$ cat config.mk
export PLATFORM = sky130hd
export DESIGN_NAME = fifo_fair_reader_writer_lock
export DESIGN_NICKNAME = d
export VERILOG_FILES = /design/src/rtl/frwl_pkg.sv /design/src/rtl/frwl_front.sv /design/src/rtl/frwl_back.sv /design/src/rtl/fifo_fair_reader_writer_lock.sv
export SDC_FILE = /design/constraint.sdc
export NUM_CORES = 1
export LEC_CHECK = 0
export ABC_CLOCK_PERIOD_IN_PS = 2500
export BUFFER_PORTS_ARGS = -buffer_cell sky130_fd_sc_hd__buf_2
export CAP_MARGIN = 10
export CELL_PAD_IN_SITES_DETAIL_PLACEMENT = 1
export CELL_PAD_IN_SITES_GLOBAL_PLACEMENT = 1
export CORE_MARGIN = 5
export CORE_UTILIZATION = 30
export CTS_BUF_LIST = sky130_fd_sc_hd__clkbuf_2 sky130_fd_sc_hd__clkbuf_4 sky130_fd_sc_hd__clkbuf_8
export CTS_CLUSTER_SIZE = 30
export DETAILED_ROUTE_END_ITERATION = 8
export PLACE_DENSITY = 0.53
export SLEW_MARGIN = 30
export SYNTH_ARGS = -nofsm -noshare
export SYNTH_HDL_FRONTEND = slang
export SYNTH_SLANG_ARGS = --single-unit
$ cat constraint.sdc
create_clock -name clk -period 2.5 [get_ports clk]
set_input_delay 0.25 -clock clk [delete_from_list [all_inputs] [get_ports clk]]
set_output_delay 0.25 -clock clk [all_outputs]
set_load 0.02 [all_outputs]
$ cat src/rtl/frwl_pkg.sv
`timescale 1ns / 1ps

package frwl_pkg;

	localparam int QUEUE_DEPTH = 16;
	localparam int MAX_RESULTS = 16;
	localparam int ID_W        = 4;
	localparam int QIDX_W      = $clog2(QUEUE_DEPTH);
	localparam int QCNT_W      = $clog2(QUEUE_DEPTH + 1);
	localparam int NCNT_W      = $clog2(MAX_RESULTS + 1);
	localparam int RDR_W       = 5;
	localparam logic [RDR_W-1:0] READERS_MAX = 5'd31;

	typedef enum logic [1:0] {
		OP_RD_ACQ = 2'd0,
		OP_WR_ACQ = 2'd1,
		OP_RD_REL = 2'd2,
		OP_WR_REL = 2'd3
	} op_t;

	typedef enum logic [2:0] {
		RK_QUEUED   = 3'd0,
		RK_GRANTED  = 3'd1,
		RK_RELEASED = 3'd2,
		RK_FULL     = 3'd3,
		RK_NOHOLDER = 3'd4
	} kind_t;

	typedef struct packed {
		logic [1:0]      operation;
		logic [ID_W-1:0] requester_id;
	} req_t;

	typedef struct packed {
		logic [2:0]      result_kind;
		logic [ID_W-1:0] holder_id;
		logic            is_writer;
		logic            last;
	} res_t;

	typedef struct packed {
		logic            release_op;
		logic            writer;
		logic [ID_W-1:0] id;
	} cmd_t;

	typedef struct packed {
		logic valid;
		cmd_t cmd;
	} cmdq_t;

	typedef struct packed {
		logic            writer;
		logic [ID_W-1:0] id;
	} entry_t;

	typedef enum logic {
		ST_IDLE,
		ST_PASS
	} state_t;

endpackage

$ cat src/rtl/frwl_front.sv
`timescale 1ns / 1ps

module frwl_front import frwl_pkg::*; (
	input  logic  clk,
	input  logic  arst_n,
	input  logic  start,
	output logic  busy,
	input  req_t  request,
	input  logic  pop,
	output cmdq_t head
);

	cmd_t       mem_q [2];
	logic       wr_ptr_q;
	logic       rd_ptr_q;
	logic [1:0] cnt_q;
	logic       push;
	cmd_t       cmd_in;

	assign busy = (cnt_q == 2'd2);
	assign push = start && !busy;

	always_comb begin
		unique case (op_t'(request.operation))
			OP_RD_ACQ: begin cmd_in.release_op = 1'b0; cmd_in.writer = 1'b0; end
			OP_WR_ACQ: begin cmd_in.release_op = 1'b0; cmd_in.writer = 1'b1; end
			OP_RD_REL: begin cmd_in.release_op = 1'b1; cmd_in.writer = 1'b0; end
			default:   begin cmd_in.release_op = 1'b1; cmd_in.writer = 1'b1; end
		endcase
		cmd_in.id = request.requester_id;
	end

	assign head.valid = (cnt_q != 2'd0);
	assign head.cmd   = mem_q[rd_ptr_q];

	always_ff @(posedge clk) begin
		if (push) begin
			mem_q[wr_ptr_q] <= cmd_in;
		end
	end

	always_ff @(posedge clk or negedge arst_n) begin
		if (!arst_n) begin
			wr_ptr_q <= 1'b0;
			rd_ptr_q <= 1'b0;
			cnt_q    <= 2'd0;
		end else begin
			if (push) begin
				wr_ptr_q <= ~wr_ptr_q;
			end
			if (pop) begin
				rd_ptr_q <= ~rd_ptr_q;
			end
			cnt_q <= cnt_q + {1'b0, push} - {1'b0, pop};
		end
	end

endmodule

$ cat src/rtl/frwl_back.sv
`timescale 1ns / 1ps

module frwl_back import frwl_pkg::*; (
	input  logic  clk,
	input  logic  arst_n,
	input  cmdq_t head,
	output logic  pop,
	output logic  strobe,
	output res_t  result
);

	entry_t            wq_q [QUEUE_DEPTH];
	state_t            state_q, state_d;
	logic [QIDX_W-1:0] head_q, head_d;
	logic [QCNT_W-1:0] count_q, count_d;
	logic [RDR_W-1:0]  readers_q, readers_d;
	logic              writer_q, writer_d;
	logic [NCNT_W-1:0] n_q, n_d;
	logic              rg_q, rg_d;
	logic [ID_W-1:0]   rel_id_q, rel_id_d;
	logic              rel_wr_q, rel_wr_d;
	logic              pend_v_q, pend_v_d;
	logic [ID_W-1:0]   pend_id_q, pend_id_d;
	logic              strobe_q, strobe_d;
	res_t              res_q, res_d;
	logic              wq_we;
	entry_t            wq_wdata;
	logic [QIDX_W-1:0] tail;
	logic [QCNT_W:0]   tail_sum;
	logic [QIDX_W-1:0] head_inc;
	entry_t            e;
	logic              grant_now;

	assign tail_sum = {{(QCNT_W + 1 - QIDX_W){1'b0}}, head_q} + {1'b0, count_q};
	assign tail = (tail_sum >= (QCNT_W + 1)'(QUEUE_DEPTH))
		? QIDX_W'(tail_sum - (QCNT_W + 1)'(QUEUE_DEPTH)) : QIDX_W'(tail_sum);
	assign head_inc = (head_q == QIDX_W'(QUEUE_DEPTH - 1)) ? '0 : head_q + 1'b1;
	assign e = wq_q[head_q];

	assign pop    = (state_q == ST_IDLE) && head.valid;
	assign strobe = strobe_q;
	assign result = res_q;

	always_comb begin
		state_d   = state_q;
		head_d    = head_q;
		count_d   = count_q;
		readers_d = readers_q;
		writer_d  = writer_q;
		n_d       = n_q;
		rg_d      = rg_q;
		rel_id_d  = rel_id_q;
		rel_wr_d  = rel_wr_q;
		pend_v_d  = pend_v_q;
		pend_id_d = pend_id_q;
		strobe_d  = 1'b0;
		res_d     = res_q;
		wq_we     = 1'b0;
		wq_wdata  = '{writer: head.cmd.writer, id: head.cmd.id};
		grant_now = 1'b0;
		unique case (state_q)
			ST_IDLE: begin
				if (head.valid) begin
					strobe_d = 1'b1;
					res_d = '{result_kind: 3'(RK_QUEUED), holder_id: head.cmd.id,
						is_writer: head.cmd.writer, last: 1'b1};
					if (!head.cmd.release_op) begin
						grant_now = (count_q == '0) && !writer_q &&
							(!head.cmd.writer || (readers_q == '0));
						if (grant_now) begin
							res_d.result_kind = 3'(RK_GRANTED);
							if (head.cmd.writer) begin
								writer_d = 1'b1;
							end else if (readers_q != READERS_MAX) begin
								readers_d = readers_q + 1'b1;
							end
						end else if (count_q == QCNT_W'(QUEUE_DEPTH)) begin
							res_d.result_kind = 3'(RK_FULL);
						end else begin
							wq_we   = 1'b1;
							count_d = count_q + 1'b1;
						end
					end else if (head.cmd.writer ? !writer_q : (readers_q == '0)) begin
						res_d.result_kind = 3'(RK_NOHOLDER);
					end else begin
						strobe_d = 1'b0;
						if (head.cmd.writer) begin
							writer_d = 1'b0;
						end else begin
							readers_d = readers_q - 1'b1;
						end
						rel_id_d = head.cmd.id;
						rel_wr_d = head.cmd.writer;
						n_d      = '0;
						rg_d     = 1'b0;
						pend_v_d = 1'b0;
						state_d  = ST_PASS;
					end
				end
			end
			ST_PASS: begin
				if (count_q != '0 && n_q != NCNT_W'(MAX_RESULTS) && !e.writer) begin
					// reader grant; previous one is now known not to be last
					if (pend_v_q) begin
						strobe_d = 1'b1;
						res_d = '{result_kind: 3'(RK_GRANTED), holder_id: pend_id_q,
							is_writer: 1'b0, last: 1'b0};
					end
					pend_v_d  = 1'b1;
					pend_id_d = e.id;
					head_d    = head_inc;
					count_d   = count_q - 1'b1;
					n_d       = n_q + 1'b1;
					rg_d      = 1'b1;
					if (readers_q != READERS_MAX) begin
						readers_d = readers_q + 1'b1;
					end
				end else begin
					strobe_d = 1'b1;
					state_d  = ST_IDLE;
					pend_v_d = 1'b0;
					if (count_q != '0 && n_q != NCNT_W'(MAX_RESULTS) &&
						readers_q == '0 && !writer_q && !rg_q) begin
						res_d = '{result_kind: 3'(RK_GRANTED), holder_id: e.id,
							is_writer: 1'b1, last: 1'b1};
						head_d   = head_inc;
						count_d  = count_q - 1'b1;
						writer_d = 1'b1;
					end else if (pend_v_q) begin
						res_d = '{result_kind: 3'(RK_GRANTED), holder_id: pend_id_q,
							is_writer: 1'b0, last: 1'b1};
					end else begin
						res_d = '{result_kind: 3'(RK_RELEASED), holder_id: rel_id_q,
							is_writer: rel_wr_q, last: 1'b1};
					end
				end
			end
			default: begin
				state_d = ST_IDLE;
			end
		endcase
	end

	always_ff @(posedge clk) begin
		if (wq_we) begin
			wq_q[tail] <= wq_wdata;
		end
		res_q     <= res_d;
		rel_id_q  <= rel_id_d;
		rel_wr_q  <= rel_wr_d;
		pend_id_q <= pend_id_d;
	end

	always_ff @(posedge clk or negedge arst_n) begin
		if (!arst_n) begin
			state_q   <= ST_IDLE;
			head_q    <= '0;
			count_q   <= '0;
			readers_q <= '0;
			writer_q  <= 1'b0;
			n_q       <= '0;
			rg_q      <= 1'b0;
			pend_v_q  <= 1'b0;
			strobe_q  <= 1'b0;
		end else begin
			state_q   <= state_d;
			head_q    <= head_d;
			count_q   <= count_d;
			readers_q <= readers_d;
			writer_q  <= writer_d;
			n_q       <= n_d;
			rg_q      <= rg_d;
			pend_v_q  <= pend_v_d;
			strobe_q  <= strobe_d;
		end
	end

endmodule

$ cat src/rtl/fifo_fair_reader_writer_lock.sv
`timescale 1ns / 1ps
// The command queue registers each accepted request, and the executor registers every result.
// An acquire, or a release with no holder, is decided in the idle state. A release that frees a hold
// enters a pass that grants queued readers in order, holding each grant until the next shows it is
// not last, and ends on a writer grant, the last reader grant or a released result.
// The executor pops no new command during a pass, and it grants at most MAX_RESULTS waiters per pass.
// A 2-entry command queue decouples intake; busy is high while it is full.
// Reset (arst_n low): empty queues, no holders, no pending result. Results cannot be stalled.

module fifo_fair_reader_writer_lock import frwl_pkg::*; (
	input  logic clk,
	input  logic arst_n,
	input  logic start,
	output logic busy,
	input  req_t request,
	output logic strobe,
	output res_t result
);

	cmdq_t head;
	logic  pop;

	frwl_front u_front (
		.clk     (clk),
		.arst_n  (arst_n),
		.start   (start),
		.busy    (busy),
		.request (request),
		.pop     (pop),
		.head    (head)
	);

	frwl_back u_back (
		.clk    (clk),
		.arst_n (arst_n),
		.head   (head),
		.pop    (pop),
		.strobe (strobe),
		.result (result)
	);

endmodule

After elaboration in Yosys (flattened, before gate mapping)
Memories as Yosys holds them, arrays and structs flattened.
Index checks and enable logic that the tools add are counted.
- eq/ne operators: 22
- multiply operators: 0
- reductions and logical operators: 30
- bitwise logic cells: 4
- order comparisons: 1
- shift operators: 0
- $add $sub $neg: 10
- divide/modulo/power cells: 0
- multiplexer cells: 72
- operators by type and width (cell ; number):
    5-bit two-way mux ; 18
    9-bit two-way mux ; 4
    1-bit two-way mux ; 31
    5-bit one-hot mux with 2 select lines ; 3
    9-bit one-hot mux with 2 select lines ; 1
    4-bit two-way mux ; 4
    2-bit inequality test (second input constant) ; 8
    5-bit by 1-bit adder with 5-bit output (second input constant) ; 3
    5-bit zero test ; 2
    5-bit inequality test (second input constant) ; 2
    1-bit one-hot mux with 2 select lines ; 5
    5-bit AND reduction ; 2
    5-bit by 1-bit subtractor with 5-bit output (second input constant) ; 2
    1-bit logical AND ; 9
    3-bit two-way mux ; 3
    3-bit inequality test (second input constant) ; 3
    8-bit two-way mux ; 1
    4-bit AND reduction ; 2
    4-bit by 5-bit adder with 6-bit output ; 1
    6-bit by 5-bit >= comparator with 1-bit output (second input constant) ; 1
    2-bit by 1-bit inequality test with 1-bit output (second input constant) ; 3
    2-bit one-hot mux with 3 select lines ; 1
    2-bit AND reduction ; 3
    6-bit AND reduction ; 1
    other kinds (17) ; 26
- ROM bits: 0
- latch bits: 0
- register bits: 46
- input port bits: 9
- word-level logic and storage cells: 160
- memory bits (writable): 92
- memories kept: 2
- memory list (memory ; depth ; width ; read ports ; clocked after memory_dff ; write ports ; RTL line ; source):
    u_back.wq_q ; 16 ; 5 ; 1 ; 0 ; 1 ; frwl_back.sv:12 ; entry_t wq_q [QUEUE_DEPTH];
    u_front.mem_q ; 2 ; 6 ; 1 ; 0 ; 1 ; frwl_front.sv:13 ; cmd_t mem_q [2];

Logic depth before layout (Yosys ltp)
An unclocked memory read counts as a cell.
- depth after elaboration: 10
- depth in mapped cells: 9

Modules after synthesis
Synthesis repeated with hierarchy kept, for this count alone.
- cells, all modules: 425
- area total of the unflattened synthesis: 6411.1 µm²
- by module, submodules not included (module ; cells an instance ; area an instance (µm²) ; instances ; seq. area each (µm²)):
    frwl_back ; 387 ; 5745.5 ; 1 ; 3543.4
    frwl_front ; 38 ; 665.6 ; 1 ; 460.4

Worst setup path before layout
No wires, ideal clock.
- path kind: register to register
- start: reg u_back.head_q[1]
- end: reg u_back.res_q, in the netlist u_back.result[0] (enable)
- cell stages (with the launch flop): 8
- path buffers: 2
- path slack: -212 ps
- arrival time: 2331 ps
- cell sequence: dfrtp_1 clkbuf_8 mux4_2 o22ai_1 a311o_2 and3_2 clkbuf_1 a31oi_1
- word-level cells in the longest chain between the ends: 5
- RTL lines (element ; RTL line ; source):
    from (decl) ; frwl_back.sv:14 ; logic [QIDX_W-1:0] head_q, head_d;
    from (signal assigned) ; frwl_back.sv:157 ; head_q <= '0;
    from (signal assigned) ; frwl_back.sv:167 ; head_q <= head_d;
    memory 16 x 5 bit ; -- ;
    1-bit zero test ; frwl_back.sv:102 ; if (count_q != '0 && n_q != NCNT_W'(MAX_RESULTS) && !e.writer) begin
    1-bit logical AND ; frwl_back.sv:102 ;
    3-bit inequality test (no line) ; -- ;
    2-bit AND reduction (no line) ; -- ;
    to (signal assigned) ; frwl_back.sv:148 ; res_q <= res_d;
    to (decl) ; frwl_back.sv:25 ; res_t res_q, res_d;
Every way passes these cells.
A chain may end at the register's enable or synchronous reset.

==> results.json <==
{
  "status": "complete, no violations",
  "max_slew_margin_pct": 52.8,
  "crit_family": "simple AND/OR/NAND/NOR gates",
  "p_comb_share_pct": 47.0,
  "finalMaxSlewViolations": 0,
  "yosys_most_used_dff": "edfxtp_1",
  "ant_nets": 0,
  "grt_overflow": 0,
  "path_clk_slew_ns": 0.09,
  "path_class": "reg2reg",
  "drt_iter0_drc": 166,
  "dp_cells": 766,
  "fp.dieArea_sq_um": 24400,
  "fmax_mhz": 415,
  "die_y_microns": 156,
  "ys_types": 58,
  "maxCapViolCount": 0,
  "yosys_warnings": 0,
  "power_frac_clock_pct": 17.3,
  "rrSetupSlack_ns": 0.09,
  "final_util_pct": 36.5,
  "synth_enable_flop_cells": 110,
  "ys_async_sr_fraction_pct": 20.3,
  "syn2layout_area_growth_pct": 19.9,
  "avgSynthCellArea_sq_um": 14.7,
  "synth_area_sq_um": 6400,
  "synthesis.nets": 461,
  "worstPathRequired_ns": 2.71,
  "post-cts-setup-buffers": 0,
  "max_stage_delay_ns": 0.65,
  "crit_path_top_delay_cell": "or4_1",
  "ys_ff_latch": 138,
  "min_period_ns": 2.41,
  "hold_viol": 0,
  "numCtsBuffers": 17,
  "ir_drop_uv": 495,
  "r2r_cells": 6,
  "worst_setup_path_end_kind": "flop",
  "power.switching_mw": 4.17,
  "die_w_microns": 156,
  "post-dp-hpwl_mm": 10.8,
  "core_area_sq_um": 21000,
  "critPathLaunchType": "flop",
  "worstPathArrival_ns": 2.62,
  "drive_gt1_share_pct": 29.8,
  "cts_root_buffer": "clkbuf_8",
  "clock_sinks": 138,
  "final_common_cell": "edfxtp_1",
  "p_leak_nw": 2.86,
  "worstHoldPathType": "in2reg",
  "wl_mm": 15.2,
  "cts_tree": "done",
  "tightest_slew_ns": 0.708,
  "synth.largest_area_cell": "edfxtp_1",
  "worstSetupPathDepth": 6,
  "period_share_pct": 96.4,
  "grt_use_total_pct": 13.5,
  "io_buffers": 19,
  "worst_hold_slack_ns": 0.124,
  "clk_latency_ns": 0.45,
  "io_pins": 20,
  "netSwitchingFraction_pct": 39.6,
  "avgViaCountPerCell": 4.80,
  "grt_pass1_vias": 4327,
  "crit_buf_inv": 1,
  "start_util_pct": 30.4,
  "crit_path_max_fanout": 9,
  "cts_htree_levels": 4,
  "fin_nets": 542,
  "grt_start_max_net_pins": 29,
  "synth_seq_area_share_pct": 62.6,
  "final_cell_count_no_fill": 805,
  "setup_viol": 0,
  "wl_per_cell_microns": 18.8,
  "vias": 3861,
  "placed_area_sq_um": 7180,
  "skew_ns": 0.0118,
  "insertedDiodeCount": 0,
  "netlist.area_leader.share_pct": 51.6,
  "rsz0062_at_grt": "false",
  "design_area_sq_um": 7670,
  "postSynthCellCount": 436,
  "crit_chain": "or4_1 > o22a_1 > nor4b_4 > buf_12 > or2_2 > o21a_1",
  "drc": 0,
  "p_seq_share_pct": 35.7,
  "grt_first_pass_wirelength_mm": 25.0,
  "clock_path_buffers": 2,
  "power.density_nw_per_um2": 1370,
  "rows": 53,
  "gp_congestion": 0.780,
  "antenna_found_initial": 0,
  "intPower_mw": 6.35,
  "synthTopCellsByArea": "edfxtp_1 52%, dfrtp_1 11%, mux4_2 6.0%",
  "drt-pass1-iter-count": 4,
  "hold_depth": 3,
  "final_cell_mix": "110 x edfxtp_1, 52 x buf_4, 28 x nand2_1, 28 x nor2_1, 26 x dfrtp_1"
}
[power groups by stage]
| stage | registers [mW] | logic, mW | clock network, mW |
|---|---|---|---|
| floorplan | 3.76 | 3.23 | 0 |
| global placement | 3.78 | 4.82 | 0 |
| detailed placement | 3.80 | 4.96 | 0 |
| CTS | 3.76 | 4.99 | 1.88 |
| global route | 3.83 | 5.48 | 1.99 |
| finish | 3.76 | 4.94 | 1.82 |
[per-layer routing]
| layer | GRT usage (%) | vias up | wire (microns) |
|---|---|---|---|
| li1 | - | 1834 | - |
| met4 | 4.25 | 0 | 200 |
| met3 | 2.75 | 13 | 300 |
| met5 | 0 | - | 0 |
| met2 | 21.7 | 39 | 7220 |
| met1 | 18.3 | 1975 | 7440 |
[through the flow]
stage / total power, mW / setup TNS, ns / setup slack (ns)
6_report: 10.5 / 0 / 0.0906
5_1_grt: 11.3 / 0 / 0.00970
2_1_floorplan: 6.99 / -0.0652 / -0.0130
3_3_place_gp: 8.59 / 0 / 0.0950
3_5_place_dp: 8.76 / 0 / 0.0409
4_1_cts: 10.6 / 0 / 0.0329
[synth_stat cells (5+ instances only)]
cell type / number
edfxtp_1: 110
dfrtp_1: 28
nand2_1: 28
nor2_1: 28
mux2i_1: 25
inv_1: 17
mux4_2: 17
nand3_1: 17
a21oi_1: 14
ha_1: 14
mux2_2: 14
xnor2_1: 11
a21o_1: 9
clkbuf_1: 9
o22a_1: 6
clkbuf_8: 5
nand3b_1: 5
nor3_1: 5
xor2_1: 5
[tightest hold or removal path, cell delays in order]
cell     delay, ns
buf_2         0.10
nand2_1       0.10
xnor2_1       0.07
[flip-flops by register name (all words and copies together) (netlist names), 2 cells and up]
name              count
u_back.pend_id_q      4
u_front.cnt_q         2
u_back.n_q            5
u_front.mem_q        12
u_back.result         9
u_back.rel_id_q       4
u_back.wq_q          80
u_back.head_q         4
u_back.count_q        5
u_back.readers_q      5
[final cells by class]
cell class,instances,area [sq um]
fill,2164,13300
sequential,138,4010
clock buffer,17,234
multi-input combinational,259,2230
inverter,19,72.6
timing repair buffer,82,636
tap,275,344
clock inverter,15,154
[kinds of logic after synthesis]
logic type | after synthesis | share of synthesized area (%)
buffers and inverters | 39 | 3.44
and+or+nand+nor | 107 | 8.55
adders and majority gates | 16 | 3.36
muxes | 56 | 12.4
AOI/OAI and AO/OA | 64 | 7.53
xor gates and xnor gates | 16 | 2.19
DFF | 138 | 62.6
[path summary, 6_finish.rpt]
path / startpoint / to
setup / recovery: u_back.count_q[1] / u_back.result[6]
hold / removal: start / u_front.wr_ptr_q
setup reg to reg: u_back.count_q[1] / u_back.result[6]
hold reg to reg: u_front.wr_ptr_q / u_front.wr_ptr_q
max in group asynchronous: arst_n / u_back.head_q[3]
min in group asynchronous: arst_n / u_back.readers_q[1]
[what timing repair did]
item | 4_1_cts | 5_1_grt
setup endpoints to repair | 0 | 61
resized for setup | 0 | 8
hold buffers | 7 | 0
endpoints found under the hold margin | 40 | 0
Power figures use the tool's default switching activity.
